--- src/hw/rtl/sbp_pkg.sv ---
// Shared types and constants for the Stern-Brocot path block.
// Used by every module of the block; depends on nothing else.
`default_nettype none

package sbp_pkg;

   // Largest valid operand and the longest walk that is emitted.
   localparam int MAX_OPERAND = 64;
   localparam int MAX_RESULTS = 63;

   // Widths of the operands, cross products and the move counter.
   localparam int OPER_WIDTH  = 7;
   localparam int PROD_WIDTH  = 2 * OPER_WIDTH;
   localparam int COUNT_WIDTH = $clog2(MAX_RESULTS + 1);

   // Depths of the command queue and of the result queue.
   localparam int CMD_DEPTH   = 2;
   localparam int CMD_PTR_W   = $clog2(CMD_DEPTH);
   localparam int RSP_DEPTH   = 4;
   localparam int RSP_PTR_W   = $clog2(RSP_DEPTH);

   typedef logic [OPER_WIDTH-1:0] oper_type;

   // What the front decided about one fraction.
   typedef enum logic [1:0] {
      CMD_BAD  = 2'd0,
      CMD_ROOT = 2'd1,
      CMD_WALK = 2'd2
   } cmd_kind_type;

   typedef struct packed {
      cmd_kind_type kind;
      oper_type     num;
      oper_type     den;
   } cmd_type;

   // One result beat.
   typedef struct packed {
      logic move_right;
      logic path_empty;
      logic bad_operand;
      logic last_move;
   } rsp_type;

   // Handshake of the result queue's write side.
   typedef struct packed {
      logic    push;
      rsp_type item;
   } rsp_push_type;

endpackage

`default_nettype wire

--- src/hw/rtl/sbp_front.sv ---
// Front of the Stern-Brocot path block: checks and classifies each fraction
// and holds it in a short command queue. Depends on sbp_pkg.
`default_nettype none

module sbp_front (
   input  wire logic             clock,
   input  wire logic             reset,
   input  wire logic             req_push,
   output logic                  req_full,
   input  wire sbp_pkg::oper_type req_numerator,
   input  wire sbp_pkg::oper_type req_denominator,
   output logic                  cmd_valid,
   output sbp_pkg::cmd_type      cmd,
   input  wire logic             cmd_pop
);
   import sbp_pkg::*;

   localparam oper_type MaxOp = OPER_WIDTH'(MAX_OPERAND);
   localparam logic [CMD_PTR_W:0] CmdFull = (CMD_PTR_W + 1)'(CMD_DEPTH);

   cmd_type              queue_ff [CMD_DEPTH];
   logic [CMD_PTR_W-1:0] wr_ptr_ff, wr_ptr_in;
   logic [CMD_PTR_W-1:0] rd_ptr_ff, rd_ptr_in;
   logic [CMD_PTR_W:0]   count_ff, count_in;
   logic                 accept;
   logic                 take;
   cmd_type              classified;

   // Sort the fraction into an error, the root itself or a real walk.
   always_comb begin
      classified.num  = req_numerator;
      classified.den  = req_denominator;
      if ((req_numerator == '0) || (req_denominator == '0) ||
          (req_numerator > MaxOp) || (req_denominator > MaxOp)) begin
         classified.kind = CMD_BAD;
      end else if (req_numerator == req_denominator) begin
         classified.kind = CMD_ROOT;
      end else begin
         classified.kind = CMD_WALK;
      end
   end

   assign req_full  = (count_ff == CmdFull);
   assign accept    = req_push && !req_full;
   assign cmd_valid = (count_ff != '0);
   assign take      = cmd_pop && cmd_valid;
   assign cmd       = queue_ff[rd_ptr_ff];

   // Pointer and fill count of the command queue.
   always_comb begin
      wr_ptr_in = accept ? CMD_PTR_W'(wr_ptr_ff + 1'b1) : wr_ptr_ff;
      rd_ptr_in = take   ? CMD_PTR_W'(rd_ptr_ff + 1'b1) : rd_ptr_ff;
      count_in  = count_ff;
      if (accept && !take) begin
         count_in = count_ff + 1'b1;
      end else if (take && !accept) begin
         count_in = count_ff - 1'b1;
      end
   end

   always_ff @(posedge clock) begin
      if (reset) begin
         wr_ptr_ff <= '0;
         rd_ptr_ff <= '0;
         count_ff  <= '0;
      end else begin
         wr_ptr_ff <= wr_ptr_in;
         rd_ptr_ff <= rd_ptr_in;
         count_ff  <= count_in;
      end
   end

   // Queue storage needs no reset.
   always_ff @(posedge clock) begin
      if (accept) begin
         queue_ff[wr_ptr_ff] <= classified;
      end
   end

endmodule

`default_nettype wire

--- src/hw/rtl/sbp_walk.sv ---
// Back of the Stern-Brocot path block: walks the tree one move per cycle
// if the result queue has room, writing beats into it. Depends on sbp_pkg.
`default_nettype none

module sbp_walk (
   input  wire logic               clock,
   input  wire logic               reset,
   input  wire logic               cmd_valid,
   input  wire sbp_pkg::cmd_type   cmd,
   output logic                    cmd_pop,
   input  wire logic               rsp_full,
   output sbp_pkg::rsp_push_type   rsp_wr
);
   import sbp_pkg::*;

   typedef enum logic [1:0] {
      ST_IDLE = 2'b01,
      ST_WALK = 2'b10
   } state_type;

   localparam logic [COUNT_WIDTH-1:0] MaxMoves = COUNT_WIDTH'(MAX_RESULTS);

   state_type              state_ff, state_in;
   oper_type               tgt_num_ff, tgt_num_in;
   oper_type               tgt_den_ff, tgt_den_in;
   oper_type               left_num_ff, left_num_in;
   oper_type               left_den_ff, left_den_in;
   oper_type               right_num_ff, right_num_in;
   oper_type               right_den_ff, right_den_in;
   oper_type               med_num_ff, med_num_in;
   oper_type               med_den_ff, med_den_in;
   logic [COUNT_WIDTH-1:0] moves_ff, moves_in;
   logic                   pend_valid_ff, pend_valid_in;
   logic                   pend_right_ff, pend_right_in;
   logic [PROD_WIDTH-1:0]  lhs;
   logic [PROD_WIDTH-1:0]  rhs;
   logic                   go_right;

   // Compare the target with the mediant by cross multiplication.
   assign lhs      = PROD_WIDTH'(tgt_num_ff) * PROD_WIDTH'(med_den_ff);
   assign rhs      = PROD_WIDTH'(tgt_den_ff) * PROD_WIDTH'(med_num_ff);
   assign go_right = (lhs > rhs);

   // A move waits in the pending register so that the next
   // comparison can tell whether it ends the path.
   always_comb begin
      state_in      = state_ff;
      tgt_num_in    = tgt_num_ff;
      tgt_den_in    = tgt_den_ff;
      left_num_in   = left_num_ff;
      left_den_in   = left_den_ff;
      right_num_in  = right_num_ff;
      right_den_in  = right_den_ff;
      med_num_in    = med_num_ff;
      med_den_in    = med_den_ff;
      moves_in      = moves_ff;
      pend_valid_in = pend_valid_ff;
      pend_right_in = pend_right_ff;
      cmd_pop       = 1'b0;
      rsp_wr        = '0;

      unique case (state_ff)
         ST_IDLE: begin
            if (cmd_valid && !rsp_full) begin
               cmd_pop = 1'b1;
               unique case (cmd.kind)
                  CMD_BAD: begin
                     rsp_wr.push             = 1'b1;
                     rsp_wr.item.bad_operand = 1'b1;
                     rsp_wr.item.last_move   = 1'b1;
                  end
                  CMD_ROOT: begin
                     rsp_wr.push            = 1'b1;
                     rsp_wr.item.path_empty = 1'b1;
                     rsp_wr.item.last_move  = 1'b1;
                  end
                  CMD_WALK: begin
                     tgt_num_in    = cmd.num;
                     tgt_den_in    = cmd.den;
                     left_num_in   = OPER_WIDTH'(0);
                     left_den_in   = OPER_WIDTH'(1);
                     right_num_in  = OPER_WIDTH'(1);
                     right_den_in  = OPER_WIDTH'(0);
                     med_num_in    = OPER_WIDTH'(1);
                     med_den_in    = OPER_WIDTH'(1);
                     moves_in      = '0;
                     pend_valid_in = 1'b0;
                     state_in      = ST_WALK;
                  end
                  default: begin
                     rsp_wr.push             = 1'b1;
                     rsp_wr.item.bad_operand = 1'b1;
                     rsp_wr.item.last_move   = 1'b1;
                  end
               endcase
            end
         end
         ST_WALK: begin
            if ((lhs == rhs) || (moves_ff == MaxMoves)) begin
               // The pending move is the final one of this fraction.
               if (!rsp_full) begin
                  rsp_wr.push            = 1'b1;
                  rsp_wr.item.move_right = pend_right_ff;
                  rsp_wr.item.last_move  = 1'b1;
                  pend_valid_in          = 1'b0;
                  state_in               = ST_IDLE;
               end
            end else if (!pend_valid_ff || !rsp_full) begin
               // Release the previous move and take the next step.
               rsp_wr.push            = pend_valid_ff;
               rsp_wr.item.move_right = pend_right_ff;
               if (go_right) begin
                  left_num_in = med_num_ff;
                  left_den_in = med_den_ff;
                  med_num_in  = OPER_WIDTH'(med_num_ff + right_num_ff);
                  med_den_in  = OPER_WIDTH'(med_den_ff + right_den_ff);
               end else begin
                  right_num_in = med_num_ff;
                  right_den_in = med_den_ff;
                  med_num_in   = OPER_WIDTH'(med_num_ff + left_num_ff);
                  med_den_in   = OPER_WIDTH'(med_den_ff + left_den_ff);
               end
               pend_valid_in = 1'b1;
               pend_right_in = go_right;
               moves_in      = COUNT_WIDTH'(moves_ff + 1'b1);
            end
         end
         default: begin
            state_in = ST_IDLE;
         end
      endcase
   end

   always_ff @(posedge clock) begin
      if (reset) begin
         state_ff      <= ST_IDLE;
         pend_valid_ff <= 1'b0;
      end else begin
         state_ff      <= state_in;
         pend_valid_ff <= pend_valid_in;
      end
   end

   // Walk data; the bounds restart from the root for each fraction.
   always_ff @(posedge clock) begin
      tgt_num_ff    <= tgt_num_in;
      tgt_den_ff    <= tgt_den_in;
      left_num_ff   <= left_num_in;
      left_den_ff   <= left_den_in;
      right_num_ff  <= right_num_in;
      right_den_ff  <= right_den_in;
      med_num_ff    <= med_num_in;
      med_den_ff    <= med_den_in;
      moves_ff      <= moves_in;
      pend_right_ff <= pend_right_in;
   end

endmodule

`default_nettype wire

--- src/hw/rtl/sbp_rsp_queue.sv ---
// Result queue of the Stern-Brocot path block: holds finished result beats
// until the consumer pops them. Depends on sbp_pkg.
`default_nettype none

module sbp_rsp_queue (
   input  wire logic                  clock,
   input  wire logic                  reset,
   input  wire sbp_pkg::rsp_push_type rsp_wr,
   output logic                       full,
   output logic                       empty,
   input  wire logic                  pop,
   output sbp_pkg::rsp_type           head
);
   import sbp_pkg::*;

   localparam logic [RSP_PTR_W:0] RspFull = (RSP_PTR_W + 1)'(RSP_DEPTH);

   rsp_type              queue_ff [RSP_DEPTH];
   logic [RSP_PTR_W-1:0] wr_ptr_ff, wr_ptr_in;
   logic [RSP_PTR_W-1:0] rd_ptr_ff, rd_ptr_in;
   logic [RSP_PTR_W:0]   count_ff, count_in;
   logic                 put;
   logic                 take;

   assign full  = (count_ff == RspFull);
   assign empty = (count_ff == '0);
   assign put   = rsp_wr.push && !full;
   assign take  = pop && !empty;
   assign head  = queue_ff[rd_ptr_ff];

   // Pointers and fill count.
   always_comb begin
      wr_ptr_in = put  ? RSP_PTR_W'(wr_ptr_ff + 1'b1) : wr_ptr_ff;
      rd_ptr_in = take ? RSP_PTR_W'(rd_ptr_ff + 1'b1) : rd_ptr_ff;
      count_in  = count_ff;
      if (put && !take) begin
         count_in = count_ff + 1'b1;
      end else if (take && !put) begin
         count_in = count_ff - 1'b1;
      end
   end

   always_ff @(posedge clock) begin
      if (reset) begin
         wr_ptr_ff <= '0;
         rd_ptr_ff <= '0;
         count_ff  <= '0;
      end else begin
         wr_ptr_ff <= wr_ptr_in;
         rd_ptr_ff <= rd_ptr_in;
         count_ff  <= count_in;
      end
   end

   // Storage of the result beats.
   always_ff @(posedge clock) begin
      if (put) begin
         queue_ff[wr_ptr_ff] <= rsp_wr.item;
      end
   end

endmodule

`default_nettype wire

--- src/hw/rtl/stern_brocot_path.sv ---
// Top level of the Stern-Brocot path block: front, walk engine and result
// queue. Depends on sbp_pkg, sbp_front, sbp_walk and sbp_rsp_queue.
`default_nettype none

// Push a fraction numerator/denominator (1 to 64 each) and pop its path from
// the root 1/1 of the Stern-Brocot tree, one result beat per move, R as
// move_right = 1 and L as 0, with last_move set on the final beat. A fraction
// equal to the root (n equal to d) yields one beat with path_empty set, and
// a zero or oversized operand one beat with bad_operand set. Non-reduced
// fractions end at their reduced node. The walk engine loads a fraction,
// then makes one move per cycle while the result queue has room, and ends
// with a closing step that writes the last beat; an error or root fraction
// is answered from the idle state alone. The engine's single cross-multiply
// compare sets this rate. A two-entry command queue in front and a four-entry
// result queue behind let pushes and pops run independently of the walk.
module stern_brocot_path (
   input  wire logic              clock,
   input  wire logic              reset,
   input  wire logic              req_push,
   output logic                   req_full,
   input  wire sbp_pkg::oper_type req_numerator,
   input  wire sbp_pkg::oper_type req_denominator,
   output logic                   rsp_empty,
   input  wire logic              rsp_pop,
   output logic                   rsp_move_right,
   output logic                   rsp_path_empty,
   output logic                   rsp_bad_operand,
   output logic                   rsp_last_move
);
   import sbp_pkg::*;

   logic         cmd_valid;
   cmd_type      cmd;
   logic         cmd_pop;
   logic         rq_full;
   rsp_push_type rsp_wr;
   rsp_type      head;

   // Front: classification and command queue.
   sbp_front u_front (
      .clock           (clock),
      .reset           (reset),
      .req_push        (req_push),
      .req_full        (req_full),
      .req_numerator   (req_numerator),
      .req_denominator (req_denominator),
      .cmd_valid       (cmd_valid),
      .cmd             (cmd),
      .cmd_pop         (cmd_pop)
   );

   // Back: the tree walk.
   sbp_walk u_walk (
      .clock     (clock),
      .reset     (reset),
      .cmd_valid (cmd_valid),
      .cmd       (cmd),
      .cmd_pop   (cmd_pop),
      .rsp_full  (rq_full),
      .rsp_wr    (rsp_wr)
   );

   // Result beats waiting for the consumer.
   sbp_rsp_queue u_rsp_queue (
      .clock  (clock),
      .reset  (reset),
      .rsp_wr (rsp_wr),
      .full   (rq_full),
      .empty  (rsp_empty),
      .pop    (rsp_pop),
      .head   (head)
   );

   assign rsp_move_right  = head.move_right;
   assign rsp_path_empty  = head.path_empty;
   assign rsp_bad_operand = head.bad_operand;
   assign rsp_last_move   = head.last_move;

endmodule

`default_nettype wire

--- config.mk ---
export PLATFORM = sky130hd
export DESIGN_NAME = stern_brocot_path
export DESIGN_NICKNAME = d
export VERILOG_FILES = /design/src/hw/rtl/sbp_pkg.sv /design/src/hw/rtl/sbp_front.sv /design/src/hw/rtl/sbp_walk.sv /design/src/hw/rtl/sbp_rsp_queue.sv /design/src/hw/rtl/stern_brocot_path.sv
export SDC_FILE = /design/constraint.sdc
export NUM_CORES = 1
export LEC_CHECK = 0
export BUFFER_PORTS_ARGS = -buffer_cell sky130_fd_sc_hd__buf_2
export CAP_MARGIN = 25
export CORE_ASPECT_RATIO = 0.75
export CORE_MARGIN = 8
export CORE_UTILIZATION = 50
export DETAILED_ROUTE_END_ITERATION = 16
export HOLD_SLACK_MARGIN = 0.06
export PLACE_DENSITY = 0.62
export SLEW_MARGIN = 15
export SYNTH_ARGS = -nofsm -noshare
export SYNTH_HDL_FRONTEND = slang
export SYNTH_SLANG_ARGS = --single-unit
--- constraint.sdc ---
create_clock -name clock -period 9.8 [get_ports clock]
set_clock_uncertainty 0.05 [all_clocks]
set_input_delay 0.98 -clock clock [delete_from_list [all_inputs] [get_ports clock]]
set_output_delay 0.98 -clock clock [all_outputs]
set_load 0.03 [all_outputs]
Word level (Yosys, flattened, before mapping). Memory sizes are Yosys's and may differ from the RTL's. A register that Yosys moved wholly into a read port is not among the register bits. Index checks and enable logic that the tools add are counted.

Register bits after elaboration: 77. RAM bits: 48. Input port bits: 18. Output and inout port bits: 6. Word-level logic and storage cells: 169. Memories: 2.

Add/sub/neg operators: 13. Multipliers: 2. $lt $le $gt $ge: 3. Equal/unequal tests: 19. Muxes and demuxes: 74. Bitwise operators: 1. Reduce and logical (&&, ||, !) cells: 37.

Memory list: u_front.queue_ff (depth 2, bits a word 16, read ports 1, clocked after Yosys merged registers in 1, wr ports 1, RTL line sbp_front.sv:21) `cmd_type queue_ff [CMD_DEPTH];`; u_rsp_queue.queue_ff (depth 4, bits a word 4, read ports 1, clocked after Yosys merged registers in 1, wr ports 1, RTL line sbp_rsp_queue.sv:18) `rsp_type queue_ff [RSP_DEPTH];`.

Operators by type and width (count): $mux 7 (22); $pmux 7 s2 (6); $add 7x7->7 (4); $mul 7x7->14 (2); $mux 2 (14); $mux 6 (4); $mux 1 (20); $eq 14x14->1 (1); $gt 14x14->1 (1); $gt 7x7->1 const B (2); $logic_not 7->1 (2); $pmux 6 s2 (1); $reduce_and 6->1 (2); $reduce_and 5->1 (2); $logic_and 1x1->1 (9); $mux 3 (3); $logic_not 1->1 (8); $ne 2x1->1 const B (4); $ne 2x2->1 const B (4); $reduce_bool 2->1 (4); $eq 7x7->1 (1); $add 2x1->2 const B (3); $add 6x1->6 const B (1); $eq 2x2->1 const B (3); other kinds (17) (26).

Depth between registers and ports, before layout.
Depth in word-level cells: 11. Mapped depth: 29. Gate-level depth less buffers: 28.

Cells and area by module. Synthesis repeated with hierarchy kept, for this count alone.

Cell total of the unflattened synthesis: 786. Area, all modules: 9147.5 µm².

Modules (own cells, without submodules): sbp_walk (instances 1, cells an instance 626, area an instance 6605.1 µm², seq. area each 1951.9 µm²); sbp_front (instances 1, cells an instance 92, area an instance 1495.2 µm², seq. area each 1061.0 µm²); sbp_rsp_queue (instances 1, cells an instance 68, area an instance 1047.3 µm², seq. area each 660.6 µm²).

Worst setup path before layout. Ideal clock, no wire load.

Kind: register to register. From: register u_walk.med_den_ff[6]. To: register u_walk.med_den_ff[6], data pin. Setup time: 272 ps. Arrival time: 7294 ps. Required time: 9478 ps. Path slack: 2184 ps. Cell stages (with the launch flop): 30. Buffers on the path: 2. Clock period less this slack: 7616 ps. Path through: edfxtp_1 -> clkbuf_1 -> nand2_1 -> fa_1 -> fa_1 -> inv_1 -> fa_1 -> inv_1 -> fa_1 -> inv_1 -> ha_1 -> o21a_1 -> a2111oi_2 -> nor3_1 -> nor4b_1 -> a311oi_1 -> ha_1 -> and4_1 -> and4bb_4 -> a31oi_4 -> buf_6 -> mux2_4 -> ha_1 -> fa_1 -> a21oi_1 -> o21bai_1 -> a21o_1 -> a21oi_1 -> xnor2_1 -> mux4_2.

Cells in the longest elaborated chain, start to end: 6. Elaborated cells between the ends (all ways): 8. Classes of those cells: add/sub: 2; mul: 1; order compare: 1; mux: 4.

Ends and longest elaborated chain: from (decl) (RTL line sbp_walk.sv:31) `oper_type med_den_ff, med_den_in;`; from (signal assigned) (RTL line sbp_walk.sv:153) `med_den_ff <= med_den_in;`; $mul 7x7->14 (RTL line sbp_walk.sv:40) `assign lhs = PROD_WIDTH'(tgt_num_ff) * PROD_WIDTH'(med_den_ff);`; $gt 14x14->1 (RTL line sbp_walk.sv:42) `assign go_right = (lhs > rhs);`; named net u_walk.go_right (RTL line sbp_walk.sv:37) `logic go_right;`; $mux 7 (RTL line sbp_walk.sv:112) `if (go_right) begin`; $mux 7 (RTL line sbp_walk.sv:108) `end else if (!pend_valid_ff || !rsp_full) begin`; $mux 7 (RTL line sbp_walk.sv:99) `if ((lhs == rhs) || (moves_ff == MaxMoves)) begin`; $pmux 7 s2 (RTL line sbp_walk.sv:62) `unique case (state_ff)`.

The timed path passes the listed nets, and every way through them passes these cells. The select of a mux whose other input is x is not followed. A chain may end at the register's enable or synchronous reset.

Worst setup path after layout.
From: register u_walk.med_den_ff[3]. To: register u_walk.med_num_ff[6], data pin.

Cells in the longest elaborated chain, start to end: 6.

Ends and longest elaborated chain: $mul 7x7->14 (RTL line sbp_walk.sv:40); $gt 14x14->1 (RTL line sbp_walk.sv:42); $mux 7 (RTL line sbp_walk.sv:112); $mux 7 (RTL line sbp_walk.sv:108); $mux 7 (RTL line sbp_walk.sv:99); $pmux 7 s2 (RTL line sbp_walk.sv:62); to (signal assigned) (RTL line sbp_walk.sv:152) `med_num_ff <= med_num_in;`; to (decl) (RTL line sbp_walk.sv:30) `oper_type med_num_ff, med_num_in;`.

No other way between the ends. The select of a mux whose other input is x is not followed.

==> flow_metrics.py <==
metrics = {
    "routing": {
        "vias": 5677,
        "detail-route-antenna-nets": 0,
        "drt-pass1-iter-count": 4,
        "wl_per_cell_um": 16.5,
        "drtIter0Drc": 293,
        "post-route-drc-count": 0,
        "via_per_inst": 5.30,
        "routed_wirelength_mm": 17.6,
    },
    "floorplan": {
        "rows": 43,
        "die_h_um": 133,
        "initial_core_util": 0.504,
        "die_area_mm2": 0.0230,
        "die_w_um": 173,
        "core-area_mm2": 0.0182,
        "io_pins": 24,
    },
    "logic_synthesis": {
        "yosys_warnings": 0,
        "synth_cell_type_count": 58,
        "synth_edf_count": 111,
        "ys_seq_area_frac": 0.400,
        "ys_ff_latch": 128,
        "synth_nets": 948,
        "synthFlopType": "edfxtp_1",
        "syn_area_mm2": 0.00919,
        "ys_async_sr_fraction": 0,
        "synth_area_per_cell_um2": 11.8,
        "syn_inst": 778,
    },
    "timing": {
        "final.period_utilization": 0.854,
        "finalCriticalPeriod_ns": 8.36,
        "final.setup.tns_ns": 0,
        "drv_slew": 0,
        "finalSetupViolations": 0,
        "rsz0062_at_grt": "false",
        "max_freq_mhz": 120,
        "worst_pin_slew_ns": 0.771,
        "hold_viol": 0,
        "slew_headroom": 0.483,
    },
    "global_route": {
        "grt-ovfl-total": 0,
        "grt_max_degree": 35,
        "grt_pass1_wl_mm": 29.7,
        "grt_use_total": 0.158,
        "grt_pass1_vias": 6112,
        "antenna_found_initial": 0,
    },
    "final_layout": {
        "layout.nets": 982,
        "area_delta_synth_final_pct": 11.5,
        "layout-drive-gt1-share": 0.130,
        "layout_commonest_cell": "edfxtp_1",
        "mostFrequentLayoutCells": "111 x edfxtp_1, 104 x and2_1, 101 x ha_1",
        "diodes": 0,
    },
    "critical_path": {
        "cp_common_cell": "fa_1",
        "path_class": "reg2reg",
        "crit_fanout": 17,
        "start_kind": "register",
        "rr_worst_depth": 28,
        "rrSetupSlack_ns": 1.44,
        "worst_r2r_endpoint": "u_walk.med_num_ff[6]",
        "rr_startpoint": "u_walk.med_den_ff[3]",
        "setup.worst_path.end_class": "register",
        "critPathArrivalTime_ns": 8.46,
        "cpMaxStageDelayCell": "a31oi_4",
        "required_ns": 9.90,
        "slowest_delay_ns": 0.62,
    },
    "clocking": {
        "clock_path_buffers": 2,
        "cts_tree": "yes",
        "cts_max_level": 4,
        "path_clk_slew_ns": 0.06,
        "post_cts_resized": 0,
        "cts_setup_buffers": 0,
        "cts.sinks": 128,
        "cts_made_buffers": 17,
        "clk_latency_ns": 0.41,
        "cts_hold_buf": 0,
        "root_buffer": "clkbuf_16",
    },
    "worst_hold_path": {
        "hold_depth": 2,
        "holdPathEnd": "u_front.count_ff[1]",
        "hp-start": "u_front.count_ff[1]",
        "hold_path_class": "reg2reg",
    },
    "outcome": {
        "status": "complete, no violations",
    },
    "run": {
        "maxCapViolCount": 0,
    },
    "placement": {
        "numPortBuffers": 23,
        "gp_congestion": 0.817,
        "dp_hpwl_mm": 13.6,
    },
}
-- critical path, delay by kind of cell, from the launching register on --
kind	cells	cell delay (ns)
XOR/XNOR	1	0.15
multiplexers	2	0.72
AO/OA/AOI/OAI	8	1.97
buffers and inverters	4	0.21
flip-flops	1	0.50
AND/OR/NAND/NOR	5	1.13
adder cells (fa/ha/maj)	8	3.39
-- kinds of logic after synthesis --
family                     share of synthesized area
muxes                                         0.0538
AOI/OAI and AO/OA                             0.0674
and+or+nand+nor                                0.151
DFF                                            0.400
adders and majority gates                      0.249
buffers and inverters                         0.0327
xor gates and xnor gates                      0.0467
-- worst max-delay path by stage --
stage	start	end	slack [ns]	depth (start not counted)
4_1_cts	u_walk.med_den_ff[3]	u_walk.med_num_ff[6]	1.40	28
5_1_grt	u_walk.med_den_ff[3]	u_walk.med_den_ff[6]	0.99	28
3_3_place_gp	u_walk.med_den_ff[3]	u_walk.med_num_ff[6]	1.60	28
3_5_place_dp	u_walk.med_den_ff[3]	u_walk.med_num_ff[6]	1.43	28
2_1_floorplan	u_walk.med_den_ff[6]	u_walk.med_den_ff[6]	2.18	29
6_report	u_walk.med_den_ff[3]	u_walk.med_num_ff[6]	1.44	28
-- synth_stat cells (17+ instances only) --
cell type,n,share of area
a21oi_1,31,0.017
and2_1,104,0.071
dfxtp_1,17,0.037
edfxtp_1,111,0.36
fa_1,51,0.11
ha_1,101,0.14
inv_1,66,0.027
mux2_2,19,0.023
nand2_1,35,0.014
nor2_1,43,0.018
xnor2_1,26,0.025
xor2_1,23,0.022
-- cell type report --
| class | instances | area, um2 |
|---|---|---|
| clock buffer | 17 | 425 |
| clock inverter | 15 | 220 |
| fill | 1541 | 8000 |
| inverter | 66 | 248 |
| multi-input combinational | 572 | 5220 |
| sequential | 128 | 3670 |
| tap | 247 | 309 |
| timing repair buffer | 27 | 145 |
-- sequential cells by signal, summed over array words and instances (netlist names), named ones only --
signal / flops
u_front.count_ff: 2
u_walk.med_num_ff: 7
u_walk.tgt_den_ff: 7
u_rsp_queue.count_ff: 3
u_walk.pend_valid_ff: 1
u_walk.med_den_ff: 7
u_rsp_queue.rd_ptr_ff: 2
u_walk.left_den_ff: 7
u_walk.right_den_ff: 7
u_walk.tgt_num_ff: 7
u_front.wr_ptr_ff: 1
u_front.rd_ptr_ff: 1
u_walk.left_num_ff: 7
u_rsp_queue.wr_ptr_ff: 2
u_walk.pend_right_ff: 1
u_walk.right_num_ff: 7
u_front.queue_ff: 32
u_walk.state_ff: 2
u_walk.moves_ff: 6
u_rsp_queue.queue_ff: 16
-- metrics by stage --
| step | setup WS (ns) | utilization | cells | hold slack [ns] | instance area, um2 |
|---|---|---|---|---|---|
| finish | 1.44 | 0.561 | 1072 | 0.455 | 10200 |
| global route | 0.992 | 0.561 | 1072 | 0.498 | 10200 |
| CTS | 1.40 | 0.561 | 1072 | 0.459 | 10200 |
| detailed placement | 1.43 | 0.526 | 1040 | 0.450 | 9590 |
| global placement | 1.60 | 0.526 | 1040 | 0.432 | 9590 |
| floorplan | 2.18 | - | 778 | 0.422 | 9190 |
-- layer usage --
| metal | global-route usage | share of wire |
|---|---|---|
| met3 | 0.0283 | 0.024 |
| met4 | 0.0366 | 0.0043 |
| met2 | 0.250 | 0.46 |
| met5 | 0 | 0 |
| met1 | 0.223 | 0.51 |
Power is not shown: default switching activity piles up to over one toggle a cycle in this logic, so the estimate is an artifact.
